<file path="src/hdl/gsd_pkg.sv">
`timescale 1ns / 1ps

package gsd_pkg;

  // Field widths fixed by the sample and result formats
  localparam int RATE_W       = 20;
  localparam int NUM_AXES     = 3;
  localparam int CFG_IDX_W    = 2;
  localparam int CFG_DATA_W   = 16;
  localparam int CFG_LEN_W    = 13;
  localparam int CFG_THR_W    = 16;

  // Register map
  localparam logic [CFG_IDX_W-1:0] CFG_WINDOW_LENGTH    = 2'd0;
  localparam logic [CFG_IDX_W-1:0] CFG_SPAN_THRESHOLD   = 2'd1;
  localparam logic [CFG_IDX_W-1:0] CFG_CALIBRATE_ENABLE = 2'd2;

  // Register reset values
  localparam logic [CFG_LEN_W-1:0] WINDOW_LENGTH_RST    = 13'd1000;
  localparam logic [CFG_THR_W-1:0] SPAN_THRESHOLD_RST   = 16'd0;
  localparam logic                 CALIBRATE_ENABLE_RST = 1'b1;

  // Per-axis span margins in whole deg/s (x, y, z)
  localparam int MARGIN_W = 3;
  localparam logic [MARGIN_W-1:0] AXIS_MARGIN [NUM_AXES] = '{3'd2, 3'd4, 3'd5};

  // Bias saturation limit
  localparam logic [RATE_W-1:0] RATE_MAX = 20'h7FFFF;

  typedef struct packed {
    logic signed [RATE_W-1:0] rate_x;
    logic signed [RATE_W-1:0] rate_y;
    logic signed [RATE_W-1:0] rate_z;
  } gsd_in_t;

  typedef struct packed {
    logic                     is_quiet;
    logic                     offsets_valid;
    logic signed [RATE_W-1:0] bias_x;
    logic signed [RATE_W-1:0] bias_y;
    logic signed [RATE_W-1:0] bias_z;
  } gsd_out_t;

  typedef struct packed {
    logic [CFG_LEN_W-1:0] window_length;
    logic [CFG_THR_W-1:0] span_threshold;
    logic                 calibrate_enable;
  } gsd_cfg_t;

  // Classification of a closed window, passed from front to back
  typedef struct packed {
    logic is_quiet;
    logic offsets_valid;
  } gsd_flags_t;

endpackage

</file>
<file path="src/hdl/gsd_job_queue.sv">
`timescale 1ns / 1ps

module gsd_job_queue #(
  parameter int WIDTH = 8,
  parameter int DEPTH = 2
) (
  input  logic             clk,
  input  logic             rst_n,
  input  logic             push,
  input  logic [WIDTH-1:0] din,
  output logic             full,
  input  logic             pop,
  output logic [WIDTH-1:0] dout,
  output logic             empty
);

  localparam int PW = (DEPTH > 1) ? $clog2(DEPTH) : 1;
  localparam int FW = $clog2(DEPTH + 1);

  logic [WIDTH-1:0] mem_r [DEPTH];
  logic [PW-1:0]    wr_ptr_r;
  logic [PW-1:0]    rd_ptr_r;
  logic [FW-1:0]    fill_r;
  logic             do_push;
  logic             do_pop;

  assign full    = (fill_r == FW'(DEPTH));
  assign empty   = (fill_r == '0);
  assign do_push = push & ~full;
  assign do_pop  = pop & ~empty;
  assign dout    = mem_r[rd_ptr_r];

  // Advance pointers and fill level
  always_ff @(posedge clk) begin
    if (!rst_n) begin
      wr_ptr_r <= '0;
      rd_ptr_r <= '0;
      fill_r   <= '0;
    end else begin
      if (do_push) begin
        wr_ptr_r <= (wr_ptr_r == PW'(DEPTH - 1)) ? '0 : wr_ptr_r + 1'b1;
      end
      if (do_pop) begin
        rd_ptr_r <= (rd_ptr_r == PW'(DEPTH - 1)) ? '0 : rd_ptr_r + 1'b1;
      end
      if (do_push && !do_pop) begin
        fill_r <= fill_r + 1'b1;
      end else if (do_pop && !do_push) begin
        fill_r <= fill_r - 1'b1;
      end
    end
  end

  // Hold stored items
  always_ff @(posedge clk) begin
    if (do_push) begin
      mem_r[wr_ptr_r] <= din;
    end
  end

  a_no_push_when_full: assert property (@(posedge clk) disable iff (!rst_n)
    push |-> !full)
    else $error("job queue overflow");

  a_no_pop_when_empty: assert property (@(posedge clk) disable iff (!rst_n)
    pop |-> !empty)
    else $error("job queue underflow");

endmodule

</file>
<file path="src/hdl/gsd_front.sv">
`timescale 1ns / 1ps

module gsd_front #(
  parameter int MAX_WINDOW = 4096,
  parameter int FRAC_BITS  = 8,
  parameter int SW         = 32,
  parameter int CW         = 13
) (
  input  logic                     clk,
  input  logic                     rst_n,
  input  gsd_pkg::gsd_cfg_t        cfg,
  input  logic                     in_push,
  input  gsd_pkg::gsd_in_t         in_item,
  output logic                     in_full,
  output logic                     job_push,
  input  logic                     job_full,
  output gsd_pkg::gsd_flags_t      job_flags,
  output logic signed [SW-1:0]     job_sum [gsd_pkg::NUM_AXES],
  output logic [CW-1:0]            job_count
);

  import gsd_pkg::*;

  localparam int LW   = (CW > CFG_LEN_W) ? CW : CFG_LEN_W;
  localparam int MW   = ((FRAC_BITS + MARGIN_W) > CFG_THR_W) ? (FRAC_BITS + MARGIN_W) : CFG_THR_W;
  localparam int CMPW = ((MW + 1) > (RATE_W + 1)) ? (MW + 1) : (RATE_W + 1);

  logic [CW-1:0]               count_r;
  logic                        close_r;
  logic signed [RATE_W-1:0]    high_r [NUM_AXES];
  logic signed [RATE_W-1:0]    low_r  [NUM_AXES];
  logic signed [SW-1:0]        sum_r  [NUM_AXES];

  logic signed [RATE_W-1:0]    rate     [NUM_AXES];
  logic signed [RATE_W-1:0]    high_nxt [NUM_AXES];
  logic signed [RATE_W-1:0]    low_nxt  [NUM_AXES];
  logic signed [SW-1:0]        sum_nxt  [NUM_AXES];
  logic [CW-1:0]               count_nxt;
  logic                        close_nxt;
  logic [LW-1:0]               len_req;
  logic [LW-1:0]               len_eff;
  logic                        accept;
  logic                        seed;
  logic [NUM_AXES-1:0]         axis_quiet;

  assign rate[0] = in_item.rate_x;
  assign rate[1] = in_item.rate_y;
  assign rate[2] = in_item.rate_z;

  // Stall while a closed window is handed on or the job queue is full
  assign in_full = close_r | job_full;
  assign accept  = in_push & ~in_full;
  assign seed    = (count_r == '0);

  // Clamp the window length to 1..MAX_WINDOW
  assign len_req = LW'(cfg.window_length);
  always_comb begin
    if (len_req == '0) begin
      len_eff = LW'(1);
    end else if (len_req > LW'(MAX_WINDOW)) begin
      len_eff = LW'(MAX_WINDOW);
    end else begin
      len_eff = len_req;
    end
  end

  assign count_nxt = count_r + 1'b1;
  assign close_nxt = (LW'(count_nxt) >= len_eff);

  // Track per-axis peaks and sum
  always_comb begin
    for (int a = 0; a < NUM_AXES; a++) begin
      high_nxt[a] = (seed || rate[a] > high_r[a]) ? rate[a] : high_r[a];
      low_nxt[a]  = (seed || rate[a] < low_r[a])  ? rate[a] : low_r[a];
      sum_nxt[a]  = (seed ? '0 : sum_r[a])
                  + signed'({{(SW - RATE_W){rate[a][RATE_W-1]}}, rate[a]});
    end
  end

  // Compare each span with threshold plus margin
  always_comb begin
    for (int a = 0; a < NUM_AXES; a++) begin
      logic signed [RATE_W:0] span;
      logic [CMPW-1:0]        limit;
      span  = {high_r[a][RATE_W-1], high_r[a]} - {low_r[a][RATE_W-1], low_r[a]};
      limit = CMPW'(cfg.span_threshold) + (CMPW'(AXIS_MARGIN[a]) << FRAC_BITS);
      axis_quiet[a] = (CMPW'($unsigned(span)) < limit);
    end
  end

  assign job_push                = close_r;
  assign job_flags.is_quiet      = &axis_quiet;
  assign job_flags.offsets_valid = (&axis_quiet) & cfg.calibrate_enable;
  assign job_sum                 = sum_r;
  assign job_count               = count_r;

  // Advance the sample count, mark the closing sample
  always_ff @(posedge clk) begin
    if (!rst_n) begin
      count_r <= '0;
      close_r <= 1'b0;
    end else if (close_r) begin
      count_r <= '0;
      close_r <= 1'b0;
    end else if (accept) begin
      count_r <= count_nxt;
      close_r <= close_nxt;
    end
  end

  // Hold accumulators
  always_ff @(posedge clk) begin
    if (accept) begin
      for (int a = 0; a < NUM_AXES; a++) begin
        high_r[a] <= high_nxt[a];
        low_r[a]  <= low_nxt[a];
        sum_r[a]  <= sum_nxt[a];
      end
    end
  end

  a_push_has_room: assert property (@(posedge clk) disable iff (!rst_n)
    close_r |-> !job_full)
    else $error("closed window pushed into a full queue");

  a_clear_after_close: assert property (@(posedge clk) disable iff (!rst_n)
    close_r |=> (count_r == '0) && !close_r)
    else $error("window not cleared after close");

  a_count_bounded: assert property (@(posedge clk) disable iff (!rst_n)
    close_r |-> (count_r != '0) && (LW'(count_r) <= LW'(MAX_WINDOW)))
    else $error("closed window with bad sample count");

endmodule

</file>
<file path="src/hdl/gsd_back.sv">
`timescale 1ns / 1ps

module gsd_back #(
  parameter int SW = 32,
  parameter int CW = 13
) (
  input  logic                     clk,
  input  logic                     rst_n,
  input  logic                     job_valid,
  output logic                     job_pop,
  input  gsd_pkg::gsd_flags_t      job_flags,
  input  logic signed [SW-1:0]     job_sum [gsd_pkg::NUM_AXES],
  input  logic [CW-1:0]            job_count,
  output logic                     out_empty,
  input  logic                     out_pop,
  output gsd_pkg::gsd_out_t        out_item
);

  import gsd_pkg::*;

  localparam int SCW = $clog2(SW);

  typedef enum logic [1:0] {
    ST_IDLE,
    ST_DIVIDE,
    ST_HOLD
  } state_t;

  state_t                    state_r;
  gsd_flags_t                flags_r;
  logic [NUM_AXES-1:0]       neg_r;
  logic [CW-1:0]             div_r;
  logic [CW-1:0]             rem_r [NUM_AXES];
  logic [SW-1:0]             quo_r [NUM_AXES];
  logic [SCW-1:0]            step_r;
  logic                      out_valid_r;
  gsd_out_t                  out_r;

  logic [CW-1:0]             rem_nxt [NUM_AXES];
  logic [SW-1:0]             quo_nxt [NUM_AXES];
  logic [SW-1:0]             mag     [NUM_AXES];
  logic signed [RATE_W-1:0]  bias    [NUM_AXES];
  gsd_out_t                  res;
  logic                      hand_over;

  assign job_pop   = (state_r == ST_IDLE) & job_valid;
  assign out_empty = ~out_valid_r;
  assign out_item  = out_r;

  // Load the result register once it is free or being popped
  assign hand_over = (state_r == ST_HOLD) & (~out_valid_r | out_pop);

  // Take the magnitude of each sum
  always_comb begin
    for (int a = 0; a < NUM_AXES; a++) begin
      mag[a] = job_sum[a][SW-1] ? $unsigned(-job_sum[a]) : $unsigned(job_sum[a]);
    end
  end

  // One restoring division step per lane
  always_comb begin
    for (int a = 0; a < NUM_AXES; a++) begin
      logic [CW:0] shifted;
      logic [CW:0] diff;
      logic        ge;
      shifted    = {rem_r[a], quo_r[a][SW-1]};
      diff       = shifted - {1'b0, div_r};
      ge         = (shifted >= {1'b0, div_r});
      rem_nxt[a] = ge ? diff[CW-1:0] : shifted[CW-1:0];
      quo_nxt[a] = {quo_r[a][SW-2:0], ge};
    end
  end

  // Negate the mean and saturate; zero bias without valid offsets
  always_comb begin
    for (int a = 0; a < NUM_AXES; a++) begin
      if (!flags_r.offsets_valid) begin
        bias[a] = '0;
      end else if (neg_r[a]) begin
        bias[a] = (quo_r[a] > SW'(RATE_MAX)) ? RATE_MAX : quo_r[a][RATE_W-1:0];
      end else begin
        bias[a] = RATE_W'(0) - quo_r[a][RATE_W-1:0];
      end
    end
  end

  assign res.is_quiet      = flags_r.is_quiet;
  assign res.offsets_valid = flags_r.offsets_valid;
  assign res.bias_x        = bias[0];
  assign res.bias_y        = bias[1];
  assign res.bias_z        = bias[2];

  // Sequence load, divide and hand-over
  always_ff @(posedge clk) begin
    if (!rst_n) begin
      state_r     <= ST_IDLE;
      out_valid_r <= 1'b0;
    end else begin
      if (hand_over) begin
        out_valid_r <= 1'b1;
      end else if (out_pop && out_valid_r) begin
        out_valid_r <= 1'b0;
      end
      unique case (state_r)
        ST_IDLE: begin
          if (job_valid) begin
            flags_r <= job_flags;
            div_r   <= job_count;
            step_r  <= SCW'(SW - 1);
            for (int a = 0; a < NUM_AXES; a++) begin
              neg_r[a] <= job_sum[a][SW-1];
              rem_r[a] <= '0;
              quo_r[a] <= mag[a];
            end
            state_r <= job_flags.offsets_valid ? ST_DIVIDE : ST_HOLD;
          end
        end
        ST_DIVIDE: begin
          for (int a = 0; a < NUM_AXES; a++) begin
            rem_r[a] <= rem_nxt[a];
            quo_r[a] <= quo_nxt[a];
          end
          if (step_r == '0) begin
            state_r <= ST_HOLD;
          end else begin
            step_r <= step_r - 1'b1;
          end
        end
        ST_HOLD: begin
          if (hand_over) begin
            out_r   <= res;
            state_r <= ST_IDLE;
          end
        end
        default: begin
          state_r <= ST_IDLE;
        end
      endcase
    end
  end

  a_divisor_nonzero: assert property (@(posedge clk) disable iff (!rst_n)
    (state_r == ST_DIVIDE) |-> (div_r != '0))
    else $error("division by zero sample count");

  a_bias_zero_without_offsets: assert property (@(posedge clk) disable iff (!rst_n)
    (out_valid_r && !out_r.offsets_valid)
      |-> (out_r.bias_x == '0) && (out_r.bias_y == '0) && (out_r.bias_z == '0))
    else $error("bias reported without valid offsets");

  a_offsets_need_quiet: assert property (@(posedge clk) disable iff (!rst_n)
    out_valid_r |-> (out_r.is_quiet || !out_r.offsets_valid))
    else $error("offsets flagged on a noisy window");

endmodule

</file>
<file path="src/hdl/gyro_stillness_detector_top.sv">
`timescale 1ns / 1ps

// Gyro stillness detector. Each item is one three-axis gyro sample in signed
// fixed point; a window of window_length samples (0 acts as 1, values above
// MAX_WINDOW act as MAX_WINDOW) produces one result item telling whether
// every axis span stayed under span_threshold plus 2.0/4.0/5.0 deg/s, and,
// with calibration on and a quiet window, the negated window mean per axis
// as a bias offset. Samples are taken while no closed window is being
// handed on and the job queue has room; the sample that closes a window
// stalls the input while the window is classified and queued. The queued
// window then goes through a bit-serial divider with one lane per axis,
// after a load step and before a hand-over step; the division is skipped
// when no offsets are produced. A two-entry job queue sits between the
// sample side and the divider, so samples keep flowing while a division
// runs; with one-sample windows the divider sets the sustained rate.

module gyro_stillness_detector_top #(
  parameter int MAX_WINDOW = 4096,
  parameter int FRAC_BITS  = 8
) (
  input  logic                              clk,
  input  logic                              rst_n,
  input  logic                              in_push,
  input  gsd_pkg::gsd_in_t                  in_item,
  output logic                              in_full,
  output logic                              out_empty,
  input  logic                              out_pop,
  output gsd_pkg::gsd_out_t                 out_item,
  input  logic                              cfg_valid,
  output logic                              cfg_ready,
  input  logic [gsd_pkg::CFG_IDX_W-1:0]     cfg_index,
  input  logic [gsd_pkg::CFG_DATA_W-1:0]    cfg_data
);

  import gsd_pkg::*;

  localparam int CW       = $clog2(MAX_WINDOW + 1);
  localparam int SW       = RATE_W + $clog2(MAX_WINDOW);
  localparam int FLAGS_W  = $bits(gsd_flags_t);
  localparam int JW       = FLAGS_W + NUM_AXES * SW + CW;
  localparam int Q_DEPTH  = 2;

  logic [CFG_LEN_W-1:0]  window_length_r;
  logic [CFG_THR_W-1:0]  span_threshold_r;
  logic                  calibrate_enable_r;
  gsd_cfg_t              cfg;

  logic                  front_push;
  gsd_flags_t            front_flags;
  logic signed [SW-1:0]  front_sum [NUM_AXES];
  logic [CW-1:0]         front_count;

  logic                  q_full;
  logic                  q_empty;
  logic                  q_pop;
  logic [JW-1:0]         q_din;
  logic [JW-1:0]         q_dout;
  gsd_flags_t            q_flags;
  logic signed [SW-1:0]  q_sum [NUM_AXES];
  logic [CW-1:0]         q_count;

  // Configuration registers
  assign cfg_ready = 1'b1;

  always_ff @(posedge clk) begin
    if (!rst_n) begin
      window_length_r    <= WINDOW_LENGTH_RST;
      span_threshold_r   <= SPAN_THRESHOLD_RST;
      calibrate_enable_r <= CALIBRATE_ENABLE_RST;
    end else if (cfg_valid) begin
      unique case (cfg_index)
        CFG_WINDOW_LENGTH:    window_length_r    <= cfg_data[CFG_LEN_W-1:0];
        CFG_SPAN_THRESHOLD:   span_threshold_r   <= cfg_data[CFG_THR_W-1:0];
        CFG_CALIBRATE_ENABLE: calibrate_enable_r <= cfg_data[0];
        default: ;
      endcase
    end
  end

  assign cfg.window_length    = window_length_r;
  assign cfg.span_threshold   = span_threshold_r;
  assign cfg.calibrate_enable = calibrate_enable_r;

  gsd_front #(
    .MAX_WINDOW (MAX_WINDOW),
    .FRAC_BITS  (FRAC_BITS),
    .SW         (SW),
    .CW         (CW)
  ) u_front (
    .clk        (clk),
    .rst_n      (rst_n),
    .cfg        (cfg),
    .in_push    (in_push),
    .in_item    (in_item),
    .in_full    (in_full),
    .job_push   (front_push),
    .job_full   (q_full),
    .job_flags  (front_flags),
    .job_sum    (front_sum),
    .job_count  (front_count)
  );

  // Pack a closed window for the queue
  assign q_din = {front_flags, front_sum[2], front_sum[1], front_sum[0], front_count};
  assign {q_flags, q_sum[2], q_sum[1], q_sum[0], q_count} = q_dout;

  gsd_job_queue #(
    .WIDTH (JW),
    .DEPTH (Q_DEPTH)
  ) u_queue (
    .clk   (clk),
    .rst_n (rst_n),
    .push  (front_push),
    .din   (q_din),
    .full  (q_full),
    .pop   (q_pop),
    .dout  (q_dout),
    .empty (q_empty)
  );

  gsd_back #(
    .SW (SW),
    .CW (CW)
  ) u_back (
    .clk        (clk),
    .rst_n      (rst_n),
    .job_valid  (~q_empty),
    .job_pop    (q_pop),
    .job_flags  (q_flags),
    .job_sum    (q_sum),
    .job_count  (q_count),
    .out_empty  (out_empty),
    .out_pop    (out_pop),
    .out_item   (out_item)
  );

endmodule
</file>
<file path="config.mk">
export PLATFORM = sky130hd
export DESIGN_NAME = gyro_stillness_detector_top
export DESIGN_NICKNAME = d
export VERILOG_FILES = /design/src/hdl/gsd_pkg.sv /design/src/hdl/gsd_job_queue.sv /design/src/hdl/gsd_front.sv /design/src/hdl/gsd_back.sv /design/src/hdl/gyro_stillness_detector_top.sv
export SDC_FILE = /design/constraint.sdc
export NUM_CORES = 2
export LEC_CHECK = 0
export BUFFER_PORTS_ARGS = -buffer_cell sky130_fd_sc_hd__buf_2
export CAP_MARGIN = 20
export CORE_AREA = 4 4 339 341
export CTS_CLUSTER_DIAMETER = 60
export DETAILED_ROUTE_END_ITERATION = 16
export DIE_AREA = 0 0 343 345
export PLACE_DENSITY = 0.5
export REMOVE_ABC_BUFFERS = 1
export SLEW_MARGIN = 0
export SYNTH_ARGS = -nofsm -noshare
export SYNTH_HDL_FRONTEND = slang
export SYNTH_HIERARCHICAL = 1
export SYNTH_SLANG_ARGS = --single-unit
</file>
<file path="constraint.sdc">
create_clock -name clk -period 9.81 [get_ports clk]
set_input_delay 1.962 -clock clk [delete_from_list [all_inputs] [get_ports clk]]
set_output_delay 1.962 -clock clk [all_outputs]
set_load 0.02 [all_outputs]
</file>
-- After elaboration in Yosys (flattened, before gate mapping)
Memory sizes are Yosys's and may differ from the RTL's. A register that Yosys moved wholly into a read port is not among the register bits.
Cells that the tools add are included.
- add/sub/neg operators: 24
- multiply operators: 0
- divide/modulo/power cells: 0
- order comparisons: 17
- equal/unequal tests: 9
- shift operators: 0
- mux-type cells: 56
- bitwise operators: 20
- reductions and logical operators: 30
- operator list (cell ; number):
    $mux 32 ; 9
    $mux 20 ; 12
    $mux 13 ; 8
    $add 32x32->32 ; 3
    $gt 32x19->1 const B ; 3
    $neg 32->32 ; 3
    $lt 21x21->1 ; 3
    $sub 20x20->21 ; 3
    $gt 20x20->1 ; 3
    $lt 20x20->1 ; 3
    $sub 1x20->20 const A ; 3
    $ge 14x13->1 ; 3
    $sub 13x13->13 ; 3
    $add 16x11->17 const B ; 2
    $logic_not 13->1 ; 2
    $add 16x10->17 const B ; 1
    $mux 1 ; 17
    $add 13x1->13 const B ; 1
    $ge 13x13->1 ; 1
    $gt 13x13->1 const B ; 1
    $mux 2 ; 6
    $reduce_and 3->1 ; 4
    $mux 5 ; 2
    $pmux 5 s2 ; 1
    other kinds (22) ; 59
- register bits after elaboration: 232
- latch bits: 0
- bits in writable memories: 477
- bits in read-only memories: 0
- input bits: 83
- output and inout bits: 65
- word-level logic and storage cells: 184
- memories kept: 5
- memories (memory ; words ; width ; read ports ; clocked after Yosys merged registers in ; write ports ; RTL line ; source):
    u_queue.mem_r ; 2 ; 111 ; 1 ; 1 ; 1 ; gsd_job_queue.sv:20 ; logic [WIDTH-1:0] mem_r [DEPTH];
    u_back.quo_r ; 3 ; 32 ; 3 ; 0 ; 3 ; gsd_back.sv:34 ; logic [SW-1:0] quo_r [NUM_AXES];
    u_front.high_r ; 3 ; 20 ; 3 ; 0 ; 3 ; gsd_front.sv:30 ; logic signed [RATE_W-1:0] high_r [NUM_AXES];
    u_front.low_r ; 3 ; 20 ; 3 ; 0 ; 3 ; gsd_front.sv:31 ; logic signed [RATE_W-1:0] low_r [NUM_AXES];
    u_back.rem_r ; 3 ; 13 ; 3 ; 0 ; 3 ; gsd_back.sv:33 ; logic [CW-1:0] rem_r [NUM_AXES];

-- Logic depth before layout (Yosys ltp)
- depth after elaboration: 7
- mapped depth: 20

-- Modules after synthesis
The synthesis kept the hierarchy.
- by module, submodules not included (module ; times used ; cells an instance ; area each (sq um) ; seq. area each (sq um)):
    gsd_front ; 1 ; 2129 ; 20225.6 ; 6766.5
    gsd_back ; 1 ; 1399 ; 13750.7 ; 6666.4
    gsd_job_queue ; 1 ; 370 ; 8269.2 ; 6766.5
    gyro_stillness_detector_top ; 1 ; 129 ; 1256.2 ; 600.6

-- Worst setup path before layout
Ideal clock, no wire load.
- kind: input to register
- start: input port in_push
- end: memory u_front.low_r[2][0] (netlist: u_front/low_r[0][40]), enable pin
- library setup time: 0.454 ns
- arrival time: 5.701 ns
- required time: 9.356 ns
- path slack: 3.654 ns
- cell stages on the path: 5
- path buffers: 1
- cells stage by stage: nand2_1 > inv_1 > clkbuf_1 > nand2_1 > o41ai_1
- RTL lines (item ; RTL line ; source):
    start: declaration ; gyro_stillness_detector_top.sv:23 ; input logic in_push,
    end: declaration ; gsd_front.sv:31 ;

==> results.txt <==
- The flow ran to the end, and the final reports show no timing, DRC or antenna violations.
- Cells with a size suffix above 1 make up 11.6% of the layout.
- Flip-flop and latch count after synthesis: 710
- Routed wirelength normalized by instance count: 19.1 um
* CTS resizes: 0
* Min cycle time layout: 4.89 ns
- Residual DRC: 0
- Once detail routing completed, the nets flagged for antenna violations numbered 0.
* Routed vias: 30.3k
- Global-route wire length before repair: 173000 um
- The floorplan step defined a core boundary enclosing 112000 sq um.
* Mapped Cells: 4027
- Setup repair after global routing missed its margin: no
- Depth of the worst hold-timing path: 0
- For the worst setup path, the data arrival time is 5.29 ns.
- Critical register-to-register path startpoint: u_front/job_count[0]
- Yosys printed 6 warnings.
- Worst reg2reg setup slack: 4.92 ns
- Number of global-route vias before repair: 29.9k
- In this run the number of H-tree levels came out at 3.
- Number of buffer cells added on primary ports: 146
- The number of different library cells used by synthesis comes to 97.
- The final layout contains 4663 nets.
- Counting the buffers created by CTS gives 91.
* Routed vias/inst: 5.27
- The number of antenna violations at the first check in global routing was 9.
- Summing every instance area after synthesis gives 43500 sq um.
- Clock tree from TritonCTS: done
- Worst setup SP type: flip-flop
- Post-CTS setup repair buffer count: 0
* Tightest slew margin relative to the limit: 30.0%
- Final setup skew: 0.0276 ns
- Io pins: 148
- The setup path with the least slack is of type flip-flop to flip-flop.
* All-Layer GR Usage: 18.4%
* Global-route congestion overflow total: 0
- Clock latency at the later pin of the worst-skew pair: 0.66 ns
- Of the synthesized area, sequential elements account for 47.8%.
* Final RePlAce weighted congestion: 0.832
- Number of cells traversed by the worst register-to-register path: 17
- At the pin with the least slew margin, the transition time is 1.05 ns.
- Static timing analysis puts the maximum clock frequency at 205 MHz.
- In this run the most critical hold path is launched from u_back/flags_r[1].
- Worst Hold End: u_back/out_item[61]
* Setup TNS: 0 ns
* Crit Path Max Fanout: 68
* Initial core utilization: 38.9%
- In this run the horizontal extent of the chip is 343 um.
* Post-DP Area: 45900 sq um
- Standard-cell row count: 123
- In this run, synthesis inferred 658 flip-flops with an integrated enable.
- Ratio of total power to cell area: 175 nW/um^2
- Clock transition at the register clock pins on the worst setup and hold paths after CTS: 0.06 ns
- Clock root buffer: clkbuf_16
- In the layout the commonest cells are edfxtp_1 (658), ha_1 (386), nand2_1 (298).
- Largest buffer count on any clock path: 3
- Post-route worst hold slack: 0.414 ns
* Post-route standard cell area excluding fillers: 49000 sq um
* Fraction of registers with async set or reset after synthesis: 0%
* LEAKAGE: 19.0 nW
- Most common library cell in the layout ignoring fill and taps: edfxtp_1
* Maximum Capacitance Violations: 0
- After detailed routing, the total wire length is 110000 um.
- Mean instance size in the synthesized netlist: 10.8 sq um
- Largest net degree at the start of global routing: 87
* Number of clock sinks: 710
- The first routing iteration left 1905 violations.
- VDD sags by at most 134 uV.
- Number of endpoints failing setup at the final stage: 0
* Floorplan die height: 345 um
- Critical path required time: 10.21 ns
- The worst register-to-register path ends at u_front/job_sum[30].
* Number of failing hold endpoints at the final stage: 0
- Pins Over Slew Limit: 0
* Total half-perimeter wirelength after legalization and detailed placement: 81400 um
- Post-synth top flop: edfxtp_1
- CP endpoint kind: flip-flop
- Compared with the post-synthesis result, the final layout area differs by 12.6%.
- Hold-fix buffer count after cts: 0
- Die outline area: 118000 sq um
- In the finished design, the share of the clock period the worst path needs comes to 49.8%.
- Kind of path behind the tightest hold check: flip-flop to flip-flop
* Number of search-and-repair iterations in the first detailed-routing pass: 6
## critical path, stage by stage (launching register included)
cell and delay (ns):
dfxtp_1 0.47, inv_1 0.08, ha_1 0.19, nor4b_1 0.16
nand3_4 0.40, buf_4 0.66, and2_1 0.23, ha_1 0.18
inv_1 0.06, fa_1 0.39, nand2b_1 0.18, a21oi_1 0.18
o22ai_1 0.18, o211ai_1 0.36, a31oi_1 0.21, o311ai_1 0.37
a21oi_1 0.13, xnor2_1 0.14
## layout make-up
| type | instances | area, sq um |
|---|---|---|
| antenna | 3 | 7.51 |
| clock inverter | 57 | 659 |
| fill | 10700 | 62900 |
| timing repair buffer | 172 | 966 |
| inverter | 262 | 986 |
| tap | 1500 | 1880 |
| sequential | 710 | 20800 |
| multi-input combinational | 2948 | 21300 |
| clock buffer | 110 | 2390 |
## kinds of logic (layout without fill, tap and decap cells)
kind of cell             Yosys count  count (layout)  share of synthesized area (%)
AND/OR/NAND/NOR                 1159            1159                           13.3
AO/OA/AOI/OAI                    929             929                           13.7
flip-flops                       710             710                           47.8
adder cells (fa/ha/maj)          395             395                           11.5
buffers and inverters            369             601                           3.45
XOR/XNOR                         294             294                           5.94
multiplexers                     170             170                           4.25
other                              1               4                        0.00862
## cell usage after synthesis (all sizes together) (35+ instances only)
library cell  instances  area (sq um)
and3                 36           225
nand2               300          1130
ha                  386          4830
nor4                 38           244
inv                 261           980
and2                112           701
a211oi               65           488
xor2                152          1330
edfxtp              658         19800
nand4                58           363
nand3                58           290
nor3                 87           440
mux2i                52           521
a21o                 89           668
mux2                118          1330
o31ai                41           318
a21oi               231          1160
o21a                 47           353
nor2                296          1110
o21ai               245          1240
clkbuf               77           289
xnor2               142          1250
dfxtp                52          1040
nand2b               35           219
## through the flow
stage	setup slack [ns]	instances	power [W]	utilization, %
2_1_floorplan	2.58	3920	0.00480	-
3_3_place_gp	4.55	5589	0.00523	41.0
3_5_place_dp	4.53	5591	0.00525	41.0
4_1_cts	4.86	5758	0.00867	43.7
5_1_grt	4.49	5761	0.00904	43.8
6_report	4.92	5762	0.00857	43.8
## state kept, by name, indices dropped and copies added, names as in the netlist, named ones only
register	cells
u_queue/fill_r	2
u_queue/rd_ptr_r	1
u_front/low_r	60
u_front/job_count	13
calibrate_enable_r	1
u_back/quo_r	96
u_queue/wr_ptr_r	1
span_threshold_r	16
window_length_r	13
u_back/out_item	62
u_front/job_sum	96
u_back/div_r	13
u_queue/mem_r	222
u_back/out_valid_r	1
u_front/job_push	1
u_back/neg_r	3
u_back/step_r	5
u_back/flags_r	2
u_front/high_r	60
u_back/state_r	2
u_back/rem_r	39
## worst max-delay path by stage
stage                         start                   to
2_1_floorplan                 rst_n   u_back/quo_r[0][0]
3_3_place_gp                  rst_n  u_back/quo_r[0][95]
3_5_place_dp                  rst_n  u_back/quo_r[0][93]
4_1_cts        u_front/job_count[0]  u_front/job_sum[90]
5_1_grt        u_front/job_count[0]  u_front/job_sum[30]
6_report       u_front/job_count[0]  u_front/job_sum[30]
## layer usage
| metal | up-vias | routed length [um] | track usage [%] |
|---|---|---|---|
| met5 | - | 0 | 0 |
| met4 | 0 | 2320 | 3.99 |
| met3 | 133 | 3860 | 2.59 |
| met2 | 483 | 49800 | 29.7 |
| met1 | 14500 | 54300 | 26.3 |
| li1 | 15300 | - | - |
## power breakdown
part	total [W]	leakage (nW)	internal (W)	switching (W)
logic	0.00155	11.0	0.000645	0.000901
registers	0.00365	6.52	0.00354	0.000111
clock network	0.00337	1.49	0.00204	0.00133
total	0.00857	19.0	0.00623	0.00234
(Power assumes the default switching activity.)
